### src/rtl/sopc_pkg.sv
`timescale 1ns / 1ps
`default_nettype none
// ----------------------------------------------------------------------------
// sopc_pkg
// Shared types and constants of the second-order position compensator.
// ----------------------------------------------------------------------------
package sopc_pkg;

    localparam int SIG_W   = 32;
    localparam int GAIN_W  = 32;
    localparam int CFGU_W  = 31;
    localparam int PROD_W  = 64;
    localparam int ACC_W   = 59;
    localparam int POS_W   = 40;
    localparam int ERRW_W  = 41;
    localparam int DRV_W   = 43;
    localparam int PADDR_W = 5;
    localparam int PDATA_W = 32;

    // Register indexes on the configuration port.
    typedef enum logic [2:0] {
        REG_GAIN_ERROR_NOW     = 3'd0,
        REG_GAIN_COMMAND_LAST  = 3'd1,
        REG_GAIN_ERROR_LAST    = 3'd2,
        REG_GAIN_COMMAND_OLDER = 3'd3,
        REG_GAIN_ERROR_OLDER   = 3'd4,
        REG_POSITION_SCALE     = 3'd5,
        REG_DRIVE_LIMIT        = 3'd6
    } sopc_reg_t;

    localparam logic signed [GAIN_W-1:0] RST_GAIN_ERROR_NOW     = 32'sd1150561157;
    localparam logic signed [GAIN_W-1:0] RST_GAIN_COMMAND_LAST  = 32'sd16810770;
    localparam logic signed [GAIN_W-1:0] RST_GAIN_ERROR_LAST    = -32'sd1910927770;
    localparam logic signed [GAIN_W-1:0] RST_GAIN_COMMAND_OLDER = -32'sd33722;
    localparam logic signed [GAIN_W-1:0] RST_GAIN_ERROR_OLDER   = 32'sd842216243;
    localparam logic [CFGU_W-1:0]        RST_POSITION_SCALE     = 31'd0;
    localparam logic [CFGU_W-1:0]        RST_DRIVE_LIMIT        = 31'd327680;

    // Order in which the five products go through the shared multiplier.
    typedef enum logic [2:0] {
        TERM_CMD_LAST  = 3'd0,
        TERM_ERR_LAST  = 3'd1,
        TERM_CMD_OLDER = 3'd2,
        TERM_ERR_OLDER = 3'd3,
        TERM_ERR_NOW   = 3'd4
    } sopc_term_t;

    typedef struct packed {
        logic [GAIN_W-1:0] gain_error_now;
        logic [GAIN_W-1:0] gain_command_last;
        logic [GAIN_W-1:0] gain_error_last;
        logic [GAIN_W-1:0] gain_command_older;
        logic [GAIN_W-1:0] gain_error_older;
        logic [CFGU_W-1:0] position_scale;
        logic [CFGU_W-1:0] drive_limit;
    } sopc_cfg_t;

    typedef struct packed {
        logic       start;
        logic       mul_en;
        sopc_term_t term;
        logic       acc_last;
        logic       clamp;
    } sopc_cmd_t;

    typedef struct packed {
        logic out_free;
    } sopc_stat_t;

endpackage
`default_nettype wire

### src/rtl/sopc_regs.sv
`timescale 1ns / 1ps
`default_nettype none
// ----------------------------------------------------------------------------
// sopc_regs
// Configuration register file behind the APB-style port.
// ----------------------------------------------------------------------------
module sopc_regs
    import sopc_pkg::*;
(
    input  wire logic               clk,
    input  wire logic               rst_n,
    input  wire logic               psel,
    input  wire logic               penable,
    input  wire logic               pwrite,
    input  wire logic [PADDR_W-1:0] paddr,
    input  wire logic [PDATA_W-1:0] pwdata,
    output logic      [PDATA_W-1:0] prdata,
    output logic                    pready,
    output sopc_cfg_t               cfg
);

    sopc_cfg_t cfg_reg;
    sopc_reg_t index;
    logic      wr_en;

    assign index  = sopc_reg_t'(paddr[PADDR_W-1:2]);
    assign wr_en  = psel && penable && pwrite;
    assign pready = 1'b1;
    assign cfg    = cfg_reg;

    always_ff @(posedge clk or negedge rst_n)
    begin
        if (!rst_n)
        begin
            cfg_reg.gain_error_now     <= RST_GAIN_ERROR_NOW;
            cfg_reg.gain_command_last  <= RST_GAIN_COMMAND_LAST;
            cfg_reg.gain_error_last    <= RST_GAIN_ERROR_LAST;
            cfg_reg.gain_command_older <= RST_GAIN_COMMAND_OLDER;
            cfg_reg.gain_error_older   <= RST_GAIN_ERROR_OLDER;
            cfg_reg.position_scale     <= RST_POSITION_SCALE;
            cfg_reg.drive_limit        <= RST_DRIVE_LIMIT;
        end
        else if (wr_en)
        begin
            unique case (index)
                REG_GAIN_ERROR_NOW:     cfg_reg.gain_error_now     <= pwdata;
                REG_GAIN_COMMAND_LAST:  cfg_reg.gain_command_last  <= pwdata;
                REG_GAIN_ERROR_LAST:    cfg_reg.gain_error_last    <= pwdata;
                REG_GAIN_COMMAND_OLDER: cfg_reg.gain_command_older <= pwdata;
                REG_GAIN_ERROR_OLDER:   cfg_reg.gain_error_older   <= pwdata;
                REG_POSITION_SCALE:     cfg_reg.position_scale     <= pwdata[CFGU_W-1:0];
                REG_DRIVE_LIMIT:        cfg_reg.drive_limit        <= pwdata[CFGU_W-1:0];
                default:                ;
            endcase
        end
    end

    always_comb
    begin
        unique case (index)
            REG_GAIN_ERROR_NOW:     prdata = cfg_reg.gain_error_now;
            REG_GAIN_COMMAND_LAST:  prdata = cfg_reg.gain_command_last;
            REG_GAIN_ERROR_LAST:    prdata = cfg_reg.gain_error_last;
            REG_GAIN_COMMAND_OLDER: prdata = cfg_reg.gain_command_older;
            REG_GAIN_ERROR_OLDER:   prdata = cfg_reg.gain_error_older;
            REG_POSITION_SCALE:     prdata = {1'b0, cfg_reg.position_scale};
            REG_DRIVE_LIMIT:        prdata = {1'b0, cfg_reg.drive_limit};
            default:                prdata = '0;
        endcase
    end

endmodule
`default_nettype wire

### src/rtl/sopc_ctrl.sv
`timescale 1ns / 1ps
`default_nettype none
// ----------------------------------------------------------------------------
// sopc_ctrl
// Sequencer that steps the shared multiplier through the five products.
// ----------------------------------------------------------------------------
module sopc_ctrl
    import sopc_pkg::*;
(
    input  wire logic       clk,
    input  wire logic       rst_n,
    input  wire logic       in_valid,
    output logic            in_ready,
    input  sopc_stat_t      stat,
    output sopc_cmd_t       cmd
);

    typedef enum logic [3:0] {
        ST_IDLE  = 4'b0001,
        ST_MUL   = 4'b0010,
        ST_LAST  = 4'b0100,
        ST_CLAMP = 4'b1000
    } state_t;

    state_t     state_reg, state_next;
    sopc_term_t term_reg, term_next;

    always_ff @(posedge clk or negedge rst_n)
    begin
        if (!rst_n)
        begin
            state_reg <= ST_IDLE;
            term_reg  <= TERM_CMD_LAST;
        end
        else
        begin
            state_reg <= state_next;
            term_reg  <= term_next;
        end
    end

    assign in_ready = (state_reg == ST_IDLE);

    always_comb
    begin
        state_next   = state_reg;
        term_next    = term_reg;
        cmd.start    = 1'b0;
        cmd.mul_en   = 1'b0;
        cmd.term     = term_reg;
        cmd.acc_last = 1'b0;
        cmd.clamp    = 1'b0;
        unique case (state_reg)
            ST_IDLE:
            begin
                cmd.start = in_valid;
                term_next = TERM_CMD_LAST;
                if (in_valid)
                begin
                    state_next = ST_MUL;
                end
            end
            ST_MUL:
            begin
                cmd.mul_en = 1'b1;
                if (term_reg == TERM_ERR_NOW)
                begin
                    state_next = ST_LAST;
                end
                else
                begin
                    term_next = sopc_term_t'(term_reg + 3'd1);
                end
            end
            ST_LAST:
            begin
                cmd.acc_last = 1'b1;
                state_next   = ST_CLAMP;
            end
            ST_CLAMP:
            begin
                // The result leaves only when the output register can take it.
                cmd.clamp = stat.out_free;
                if (stat.out_free)
                begin
                    state_next = ST_IDLE;
                end
            end
            default:
            begin
                state_next = ST_IDLE;
            end
        endcase
    end

endmodule
`default_nettype wire

### src/rtl/sopc_dp.sv
`timescale 1ns / 1ps
`default_nettype none
// ----------------------------------------------------------------------------
// sopc_dp
// Datapath: shared 32x32 multiplier, error, accumulator, clamp, history.
// ----------------------------------------------------------------------------
module sopc_dp
    import sopc_pkg::*;
(
    input  wire logic                    clk,
    input  wire logic                    rst_n,
    input  sopc_cfg_t                    cfg,
    input  sopc_cmd_t                    cmd,
    output sopc_stat_t                   stat,
    input  wire logic signed [SIG_W-1:0] setpoint,
    input  wire logic signed [SIG_W-1:0] position_rev,
    output logic             [SIG_W-1:0] drive,
    output logic                         saturated,
    output logic                         out_valid,
    input  wire logic                    out_ready
);

    logic signed [SIG_W-1:0]  setpoint_reg;
    logic signed [PROD_W-1:0] prod_reg;
    logic signed [SIG_W-1:0]  err_reg;
    logic signed [ACC_W-1:0]  acc_reg;
    logic signed [SIG_W-1:0]  cmd_last_reg, cmd_older_reg, err_last_reg, err_older_reg;
    logic        [SIG_W-1:0]  drive_reg;
    logic                     sat_reg;
    logic                     out_valid_reg;

    logic signed [SIG_W-1:0]  mul_a, mul_b;
    logic signed [PROD_W-1:0] mul_p;
    logic signed [PROD_W-1:0] pos_rnd;
    logic signed [POS_W-1:0]  pos;
    logic signed [ERRW_W-1:0] err_wide;
    logic signed [SIG_W-1:0]  err_sat;
    logic signed [ACC_W-1:0]  acc_term;
    logic signed [ACC_W-1:0]  acc_rnd;
    logic signed [DRV_W-1:0]  drv_raw, lim_pos, lim_neg;
    logic signed [SIG_W-1:0]  drv_clamped;
    logic                     drv_sat;
    logic                     out_free;

    // Operand select for the shared multiplier.
    always_comb
    begin
        if (cmd.start)
        begin
            mul_a = position_rev;
            mul_b = $signed({1'b0, cfg.position_scale});
        end
        else
        begin
            case (cmd.term)
                TERM_CMD_LAST:
                begin
                    mul_a = $signed(cfg.gain_command_last);
                    mul_b = cmd_last_reg;
                end
                TERM_ERR_LAST:
                begin
                    mul_a = $signed(cfg.gain_error_last);
                    mul_b = err_last_reg;
                end
                TERM_CMD_OLDER:
                begin
                    mul_a = $signed(cfg.gain_command_older);
                    mul_b = cmd_older_reg;
                end
                TERM_ERR_OLDER:
                begin
                    mul_a = $signed(cfg.gain_error_older);
                    mul_b = err_older_reg;
                end
                default:
                begin
                    mul_a = $signed(cfg.gain_error_now);
                    mul_b = err_reg;
                end
            endcase
        end
    end

    assign mul_p = mul_a * mul_b;

    // Position rounds half up from Q24.40 to Q16.16; the error saturates to 32 bits.
    assign pos_rnd  = prod_reg + 64'sd8388608;
    assign pos      = pos_rnd[PROD_W-1:24];
    assign err_wide = ERRW_W'(setpoint_reg) - ERRW_W'(pos);

    always_comb
    begin
        if (err_wide > 41'sd2147483647)
        begin
            err_sat = 32'sh7fffffff;
        end
        else if (err_wide < -41'sd2147483648)
        begin
            err_sat = 32'sh80000000;
        end
        else
        begin
            err_sat = err_wide[SIG_W-1:0];
        end
    end

    assign acc_term = ACC_W'($signed(prod_reg[PROD_W-1:8]));

    // Final rounding from Q27.32 to Q16.16 and the symmetric clamp.
    assign acc_rnd = acc_reg + 59'sd32768;
    assign drv_raw = acc_rnd[ACC_W-1:16];
    assign lim_pos = $signed({{(DRV_W-CFGU_W){1'b0}}, cfg.drive_limit});
    assign lim_neg = -lim_pos;

    always_comb
    begin
        if (drv_raw > lim_pos)
        begin
            drv_clamped = lim_pos[SIG_W-1:0];
            drv_sat     = 1'b1;
        end
        else if (drv_raw < lim_neg)
        begin
            drv_clamped = lim_neg[SIG_W-1:0];
            drv_sat     = 1'b1;
        end
        else
        begin
            drv_clamped = drv_raw[SIG_W-1:0];
            drv_sat     = 1'b0;
        end
    end

    assign out_free      = !out_valid_reg || out_ready;
    assign stat.out_free = out_free;

    always_ff @(posedge clk)
    begin
        if (cmd.start)
        begin
            setpoint_reg <= setpoint;
        end
        if (cmd.start || cmd.mul_en)
        begin
            prod_reg <= mul_p;
        end
        if (cmd.mul_en)
        begin
            if (cmd.term == TERM_CMD_LAST)
            begin
                // The product register still holds the scaled position here.
                err_reg <= err_sat;
                acc_reg <= '0;
            end
            else
            begin
                acc_reg <= acc_reg + acc_term;
            end
        end
        else if (cmd.acc_last)
        begin
            acc_reg <= acc_reg + acc_term;
        end
        if (cmd.clamp)
        begin
            drive_reg <= drv_clamped;
            sat_reg   <= drv_sat;
        end
    end

    always_ff @(posedge clk or negedge rst_n)
    begin
        if (!rst_n)
        begin
            cmd_last_reg  <= '0;
            cmd_older_reg <= '0;
            err_last_reg  <= '0;
            err_older_reg <= '0;
            out_valid_reg <= 1'b0;
        end
        else
        begin
            if (cmd.clamp)
            begin
                cmd_older_reg <= cmd_last_reg;
                err_older_reg <= err_last_reg;
                cmd_last_reg  <= drv_clamped;
                err_last_reg  <= err_reg;
                out_valid_reg <= 1'b1;
            end
            else if (out_ready)
            begin
                out_valid_reg <= 1'b0;
            end
        end
    end

    assign drive     = drive_reg;
    assign saturated = sat_reg;
    assign out_valid = out_valid_reg;

endmodule
`default_nettype wire

### src/rtl/second_order_position_compensator_unit.sv
`timescale 1ns / 1ps
`default_nettype none
// ----------------------------------------------------------------------------
// second_order_position_compensator_unit
// Discrete second-order compensator with output clamp, Q16.16 signals.
// ----------------------------------------------------------------------------
// Usage:
// Each control tick enters as one item on the s_ side: setpoint and
// measured rotary position. One item leaves on the m_ side with the clamped
// drive command in tdata and the saturation flag in tuser.
// An item is accepted only while no other item is in progress: one shared
// 32x32 multiplier forms the scaled position and then the five gain
// products, one per cycle, while the accumulator adds the previous product.
// A result waits in the output register while the receiver stalls; the next
// item is accepted and worked on meanwhile, and it only stops at the clamp
// step until the output register is free.
// Reset clears the error and command history to zero and loads the default
// gains, a zero position scale and a drive limit of 5.0.
// Configuration is written through the APB-style port between items.
// ----------------------------------------------------------------------------
module second_order_position_compensator_unit
    import sopc_pkg::*;
(
    input  wire logic               clk,
    input  wire logic               rst_n,
    input  wire logic               s_tvalid,
    output logic                    s_tready,
    input  wire logic [63:0]        s_tdata,   // setpoint [31:0], position_rev [63:32]
    output logic                    m_tvalid,
    input  wire logic               m_tready,
    output logic      [31:0]        m_tdata,   // drive [31:0]
    output logic      [0:0]         m_tuser,   // saturated [0]
    input  wire logic               psel,
    input  wire logic               penable,
    input  wire logic               pwrite,
    input  wire logic [PADDR_W-1:0] paddr,
    input  wire logic [PDATA_W-1:0] pwdata,
    output logic      [PDATA_W-1:0] prdata,
    output logic                    pready
);

    sopc_cfg_t  cfg;
    sopc_cmd_t  cmd;
    sopc_stat_t stat;
    logic       sat;

    sopc_regs u_regs (
        .clk     (clk),
        .rst_n   (rst_n),
        .psel    (psel),
        .penable (penable),
        .pwrite  (pwrite),
        .paddr   (paddr),
        .pwdata  (pwdata),
        .prdata  (prdata),
        .pready  (pready),
        .cfg     (cfg)
    );

    sopc_ctrl u_ctrl (
        .clk      (clk),
        .rst_n    (rst_n),
        .in_valid (s_tvalid),
        .in_ready (s_tready),
        .stat     (stat),
        .cmd      (cmd)
    );

    sopc_dp u_dp (
        .clk          (clk),
        .rst_n        (rst_n),
        .cfg          (cfg),
        .cmd          (cmd),
        .stat         (stat),
        .setpoint     (s_tdata[31:0]),
        .position_rev (s_tdata[63:32]),
        .drive        (m_tdata),
        .saturated    (sat),
        .out_valid    (m_tvalid),
        .out_ready    (m_tready)
    );

    assign m_tuser[0] = sat;

    // A flagged result sits exactly on one of the two bounds.
    a_sat_on_bound: assert property (@(posedge clk) disable iff (!rst_n)
        (m_tvalid && m_tuser[0]) |->
        ($signed(m_tdata) == $signed({1'b0, cfg.drive_limit})
         || $signed(m_tdata) == -$signed({1'b0, cfg.drive_limit})))
        else $error("saturated result is not on a bound");

    // An unflagged result lies within the bounds.
    a_unsat_in_range: assert property (@(posedge clk) disable iff (!rst_n)
        (m_tvalid && !m_tuser[0]) |->
        ($signed(m_tdata) <= $signed({1'b0, cfg.drive_limit})
         && $signed(m_tdata) >= -$signed({1'b0, cfg.drive_limit})))
        else $error("unsaturated result exceeds the limit");

    // One item at a time: no acceptance in the cycle after an acceptance.
    a_one_item: assert property (@(posedge clk) disable iff (!rst_n)
        (s_tvalid && s_tready) |=> !s_tready)
        else $error("input accepted while an item is in progress");

endmodule
`default_nettype wire

### config.mk
export PLATFORM = sky130hd
export DESIGN_NAME = second_order_position_compensator_unit
export DESIGN_NICKNAME = d
export VERILOG_FILES = /design/src/rtl/sopc_pkg.sv /design/src/rtl/sopc_regs.sv /design/src/rtl/sopc_ctrl.sv /design/src/rtl/sopc_dp.sv /design/src/rtl/second_order_position_compensator_unit.sv
export SDC_FILE = /design/constraint.sdc
export NUM_CORES = 2
export LEC_CHECK = 0
export ABC_AREA = 1
export BUFFER_PORTS_ARGS = -buffer_cell sky130_fd_sc_hd__buf_2
export CAP_MARGIN = 5
export CORE_MARGIN = 5
export CORE_UTILIZATION = 45
export CTS_BUF_LIST = sky130_fd_sc_hd__clkbuf_4
export CTS_CLUSTER_SIZE = 8
export DETAILED_ROUTE_END_ITERATION = 7
export PLACE_DENSITY = 0.59
export SLEW_MARGIN = 5
export SYNTH_ARGS = -nofsm -noshare
export SYNTH_HDL_FRONTEND = slang
export SYNTH_SLANG_ARGS = --single-unit
### constraint.sdc
create_clock -name clk -period 14.4 [get_ports clk]
set_input_delay 0.72 -clock clk [delete_from_list [all_inputs] [get_ports clk]]
set_output_delay 0.72 -clock clk [all_outputs]
set_load 0.005 [all_outputs]
==> flow_summary.rst <==
.. list-table::
   :header-rows: 1

   * - Metric
     - Value
   * - Number of vias in the routed layout
     - 63640
   * - Accumulated negative setup slack
     - 0 ns
   * - CTS Root Buffer Type
     - clkbuf_4
   * - Post-synthesis sequential area ratio
     - a little over a fifth
   * - Longest individual stage delay on the worst path
     - around 1.1 ns
   * - Number of storage elements in the synthesis netlist
     - 570
   * - Transition time at the pin with the least slew margin
     - ~1.2 ns
   * - Result of the run
     - completed
   * - Crit. End Element
     - flop
   * - Setup repair bufs after CTS
     - 0
   * - Setup repair after global routing missed its margin
     - false
   * - DRT iter0 DRCs
     - between 6000 and 7000
   * - Starting Density
     - around 45%
   * - Number of maximum-capacitance constraint violations
     - 0
   * - Number of failing setup endpoints in the final timing report
     - 0
   * - CTS-repair resized insts
     - 0
   * - Largest register FFs
     - ~220
   * - Total core area
     - 158600 µm²
   * - Slowest cell on the critical path
     - fa_1
   * - FFs w/ async S/R, synth
     - a little over three fifths
   * - Number of buffers between clock root and the deepest sink
     - 3
   * - Clk pin slew, worst setup/hold paths
     - roughly 0.07 ns
   * - Top post-synthesis cells by count
     - nand2_1 (2127), inv_1 (1589), fa_1 (1083)
   * - Register area
     - between 15000 and 20000 µm²
   * - Cell area after synthesis
     - between 70000 and 80000 µm²
   * - Synthesis warning total
     - 0
   * - RD Place Congestion
     - 0.9744
   * - Final Hold Fails
     - 0
   * - DP Wirelength
     - ~220000 µm
   * - Clock buffers created by TritonCTS
     - roughly 160
   * - Remaining antenna violation count
     - 0
   * - Final wirelength
     - 280700 µm
   * - Die Footprint
     - around 170000 µm²
   * - Die Span X
     - 409.7 µm
   * - Filler Cell Count
     - 15780
   * - Average footprint of a synthesized cell
     - 8.077 µm²
   * - Avg WL per Cell
     - 24.81 µm
   * - Number of unique standard cell types used by synthesis
     - 66
   * - H-tree lvl count
     - 4
   * - Top cell type's share of synthesized area
     - 30.16%
   * - CTS sink count
     - 570
   * - DIE HEIGHT
     - just over 400 µm
   * - Most common cell in the synthesized netlist
     - nand2_1
   * - Clock latency of the later-clocked register in the worst-skew pair
     - 1.15 ns
   * - Nets in the synthesized netlist
     - roughly 10000
   * - Antenna violations before repair
     - 11
   * - Library cell with the largest summed area after synthesis
     - fa_1
   * - Port bufs
     - around 170
   * - Top flip-flop cell by instance count after synthesis
     - dfrtp_1
   * - Largest net degree at the start of global routing
     - 164
   * - Area grow syn2layout
     - 8.419%
   * - Number of global-route vias before repair
     - about 65000
   * - Max-Slew Margin vs Limit
     - roughly a fifth
   * - Number of placed I/O pins
     - ~180
   * - Category of the most critical setup path
     - reg2reg
   * - Count of flip-flops with a built-in enable after synthesis
     - between 200 and 250
   * - Max-slew violations
     - 0
   * - Clock Skews
     - ~0.09 ns
   * - Top cell by count, worst path
     - inv_1
   * - Global-route wire length before repair
     - 415200 µm
   * - Final global-route overflow total
     - 0
   * - Residual DRC count
     - 0
   * - CTS Hold Bufs
     - 67
   * - Max Fanout on Critical Path
     - 45
   * - Top achievable clock speed
     - slightly below 0.09 GHz
   * - Clock tree from TritonCTS
     - done
   * - Critical Path RT
     - around 15 ns
   * - Vias per inst
     - roughly 5.6
   * - Length of the first detailed-routing pass in iterations
     - 6
   * - Global routing usage summed across all routing layers
     - 33.37%
   * - Layout cells sized above 1
     - 8.114%
   * - Synth Instances
     - 8901
   * - Critical path launch point type
     - flop
   * - Area occupied by multi-input gates
     - ~50000 µm²
   * - Leading post-synthesis cells by cell area
     - fa_1 (30%), nand2_1 (11%), dfrtp_1 (9.8%)
   * - Crit path arrival time
     - between 10 and 15 ns
   * - Min Tclk post-route
     - 11.24 ns
   * - Num rows
     - between 100 and 150
   * - Final critical-path share of the clock period
     - approximately four fifths
   * - Hold Path Class
     - in2async
   * - NumNets Final
     - 10640
[routing by layer]
metal | GRT usage, % | vias to the layer above | part of all wire [%]
met5 | 0 | - | 0
met4 | 16.74 | 0 | 5.9
met3 | 6.659 | 636 | 8.7
met2 | 52.60 | 3085 | 45
met1 | 44.03 | 31810 | 40
li1 | - | 28110 | -
[placed cells by master (no fill, tap or decap), drive strengths merged, types with 4 or more instances in the layout]
cell type | Yosys | layout
clkbuf | 203 | 255
o21ai | 526 | 526
a21boi | 6 | 6
a221oi | 86 | 86
dfrtp | 283 | 283
o22ai | 59 | 59
clkinv | 18 | 56
nor3b | 5 | 5
xor2 | 138 | 138
nand2 | 2133 | 2133
dfstp | 75 | 75
nor2 | 1008 | 1008
inv | 1600 | 1604
ha | 359 | 359
fa | 1083 | 1083
a21o | 25 | 25
o21a | 33 | 33
nand4 | 65 | 65
a21oi | 345 | 345
o221ai | 6 | 6
dlygate4sd3 | 0 | 67
o21bai | 19 | 19
a22oi | 20 | 20
clkinvlp | 0 | 4
nor3 | 73 | 73
nand3 | 234 | 234
diode | 0 | 11
o2111ai | 17 | 17
xnor2 | 44 | 44
o211ai | 9 | 9
or2 | 4 | 4
buf | 129 | 292
nor4 | 23 | 23
a211oi | 4 | 4
a31oi | 26 | 26
and3 | 8 | 8
edfxtp | 212 | 212
[per-stage QoR]
step,std cells,area [µm²],setup WS (ns),utilization [%],hold WS [ns]
6_report,11310,77950,3.161,49.16,0.1713
5_1_grt,11310,77940,2.699,49.15,0.1689
4_1_cts,11300,77920,3.290,49.14,0.1080
3_5_place_dp,10930,75030,3.391,47.32,0.4643
3_3_place_gp,10930,75030,3.414,47.32,0.4624
2_1_floorplan,8901,71900,5.081,-,0.4244
[cell type report]
cell class | count | area share (%)
timing repair buffer | 359 | 3.149
clock buffer | 255 | 2.456
sequential | 570 | 19.78
tap | 2072 | 3.326
multi-input combinational | 6381 | 63.06
antenna | 11 | 0.03531
clock inverter | 48 | 0.3981
inverter | 1618 | 7.799
[logic make-up (layout without fill, tap and decap cells)]
logic type	Yosys count	count (layout)	synth area share [%]
adders and majority gates	1442	1442	36.40
xor gates and xnor gates	182	182	2.217
and+or+nand+nor	3564	3564	19.85
AOI/OAI and AO/OA	1192	1192	9.653
DFF	570	570	21.45
other	1	12	0.005216
buffers and inverters	1950	2280	10.43
[critical path, delay by kind of cell (launching register included)]
kind,cells,cell delay (ns)
buffers and inverters,11,2.33
AND/OR/NAND/NOR,9,1.87
adder cells (fa/ha/maj),10,5.81
flip-flops,1,0.43
AO/OA/AOI/OAI,2,0.37
[path summary, 6_finish.rpt]
kind	startpoint	to	slack (ns)	depth (start not counted)
min in group clk	s_tdata[1]	u_dp.setpoint_reg[1]$_DFFE_PP_	0.31	2
max in group asynchronous	rst_n	u_regs.cfg[80]$_DFFE_PN0P_	11.36	5
setup reg to reg	u_ctrl.term_reg[0]$_DFFE_PN0P_	u_dp.prod_reg[63]$_DFFE_PP_	3.16	32
hold / removal	rst_n	u_regs.cfg[8]$_DFFE_PN0P_	0.17	2
setup / recovery	u_ctrl.term_reg[0]$_DFFE_PN0P_	u_dp.prod_reg[63]$_DFFE_PP_	3.16	32
hold reg to reg	u_dp.err_reg[31]$_SDFFCE_PN0P_	u_dp.err_last_reg[31]$_DFFE_PN0P_	0.46	2
Power is not shown: default switching activity piles up to over one toggle a cycle in this logic, so the estimate is an artifact.
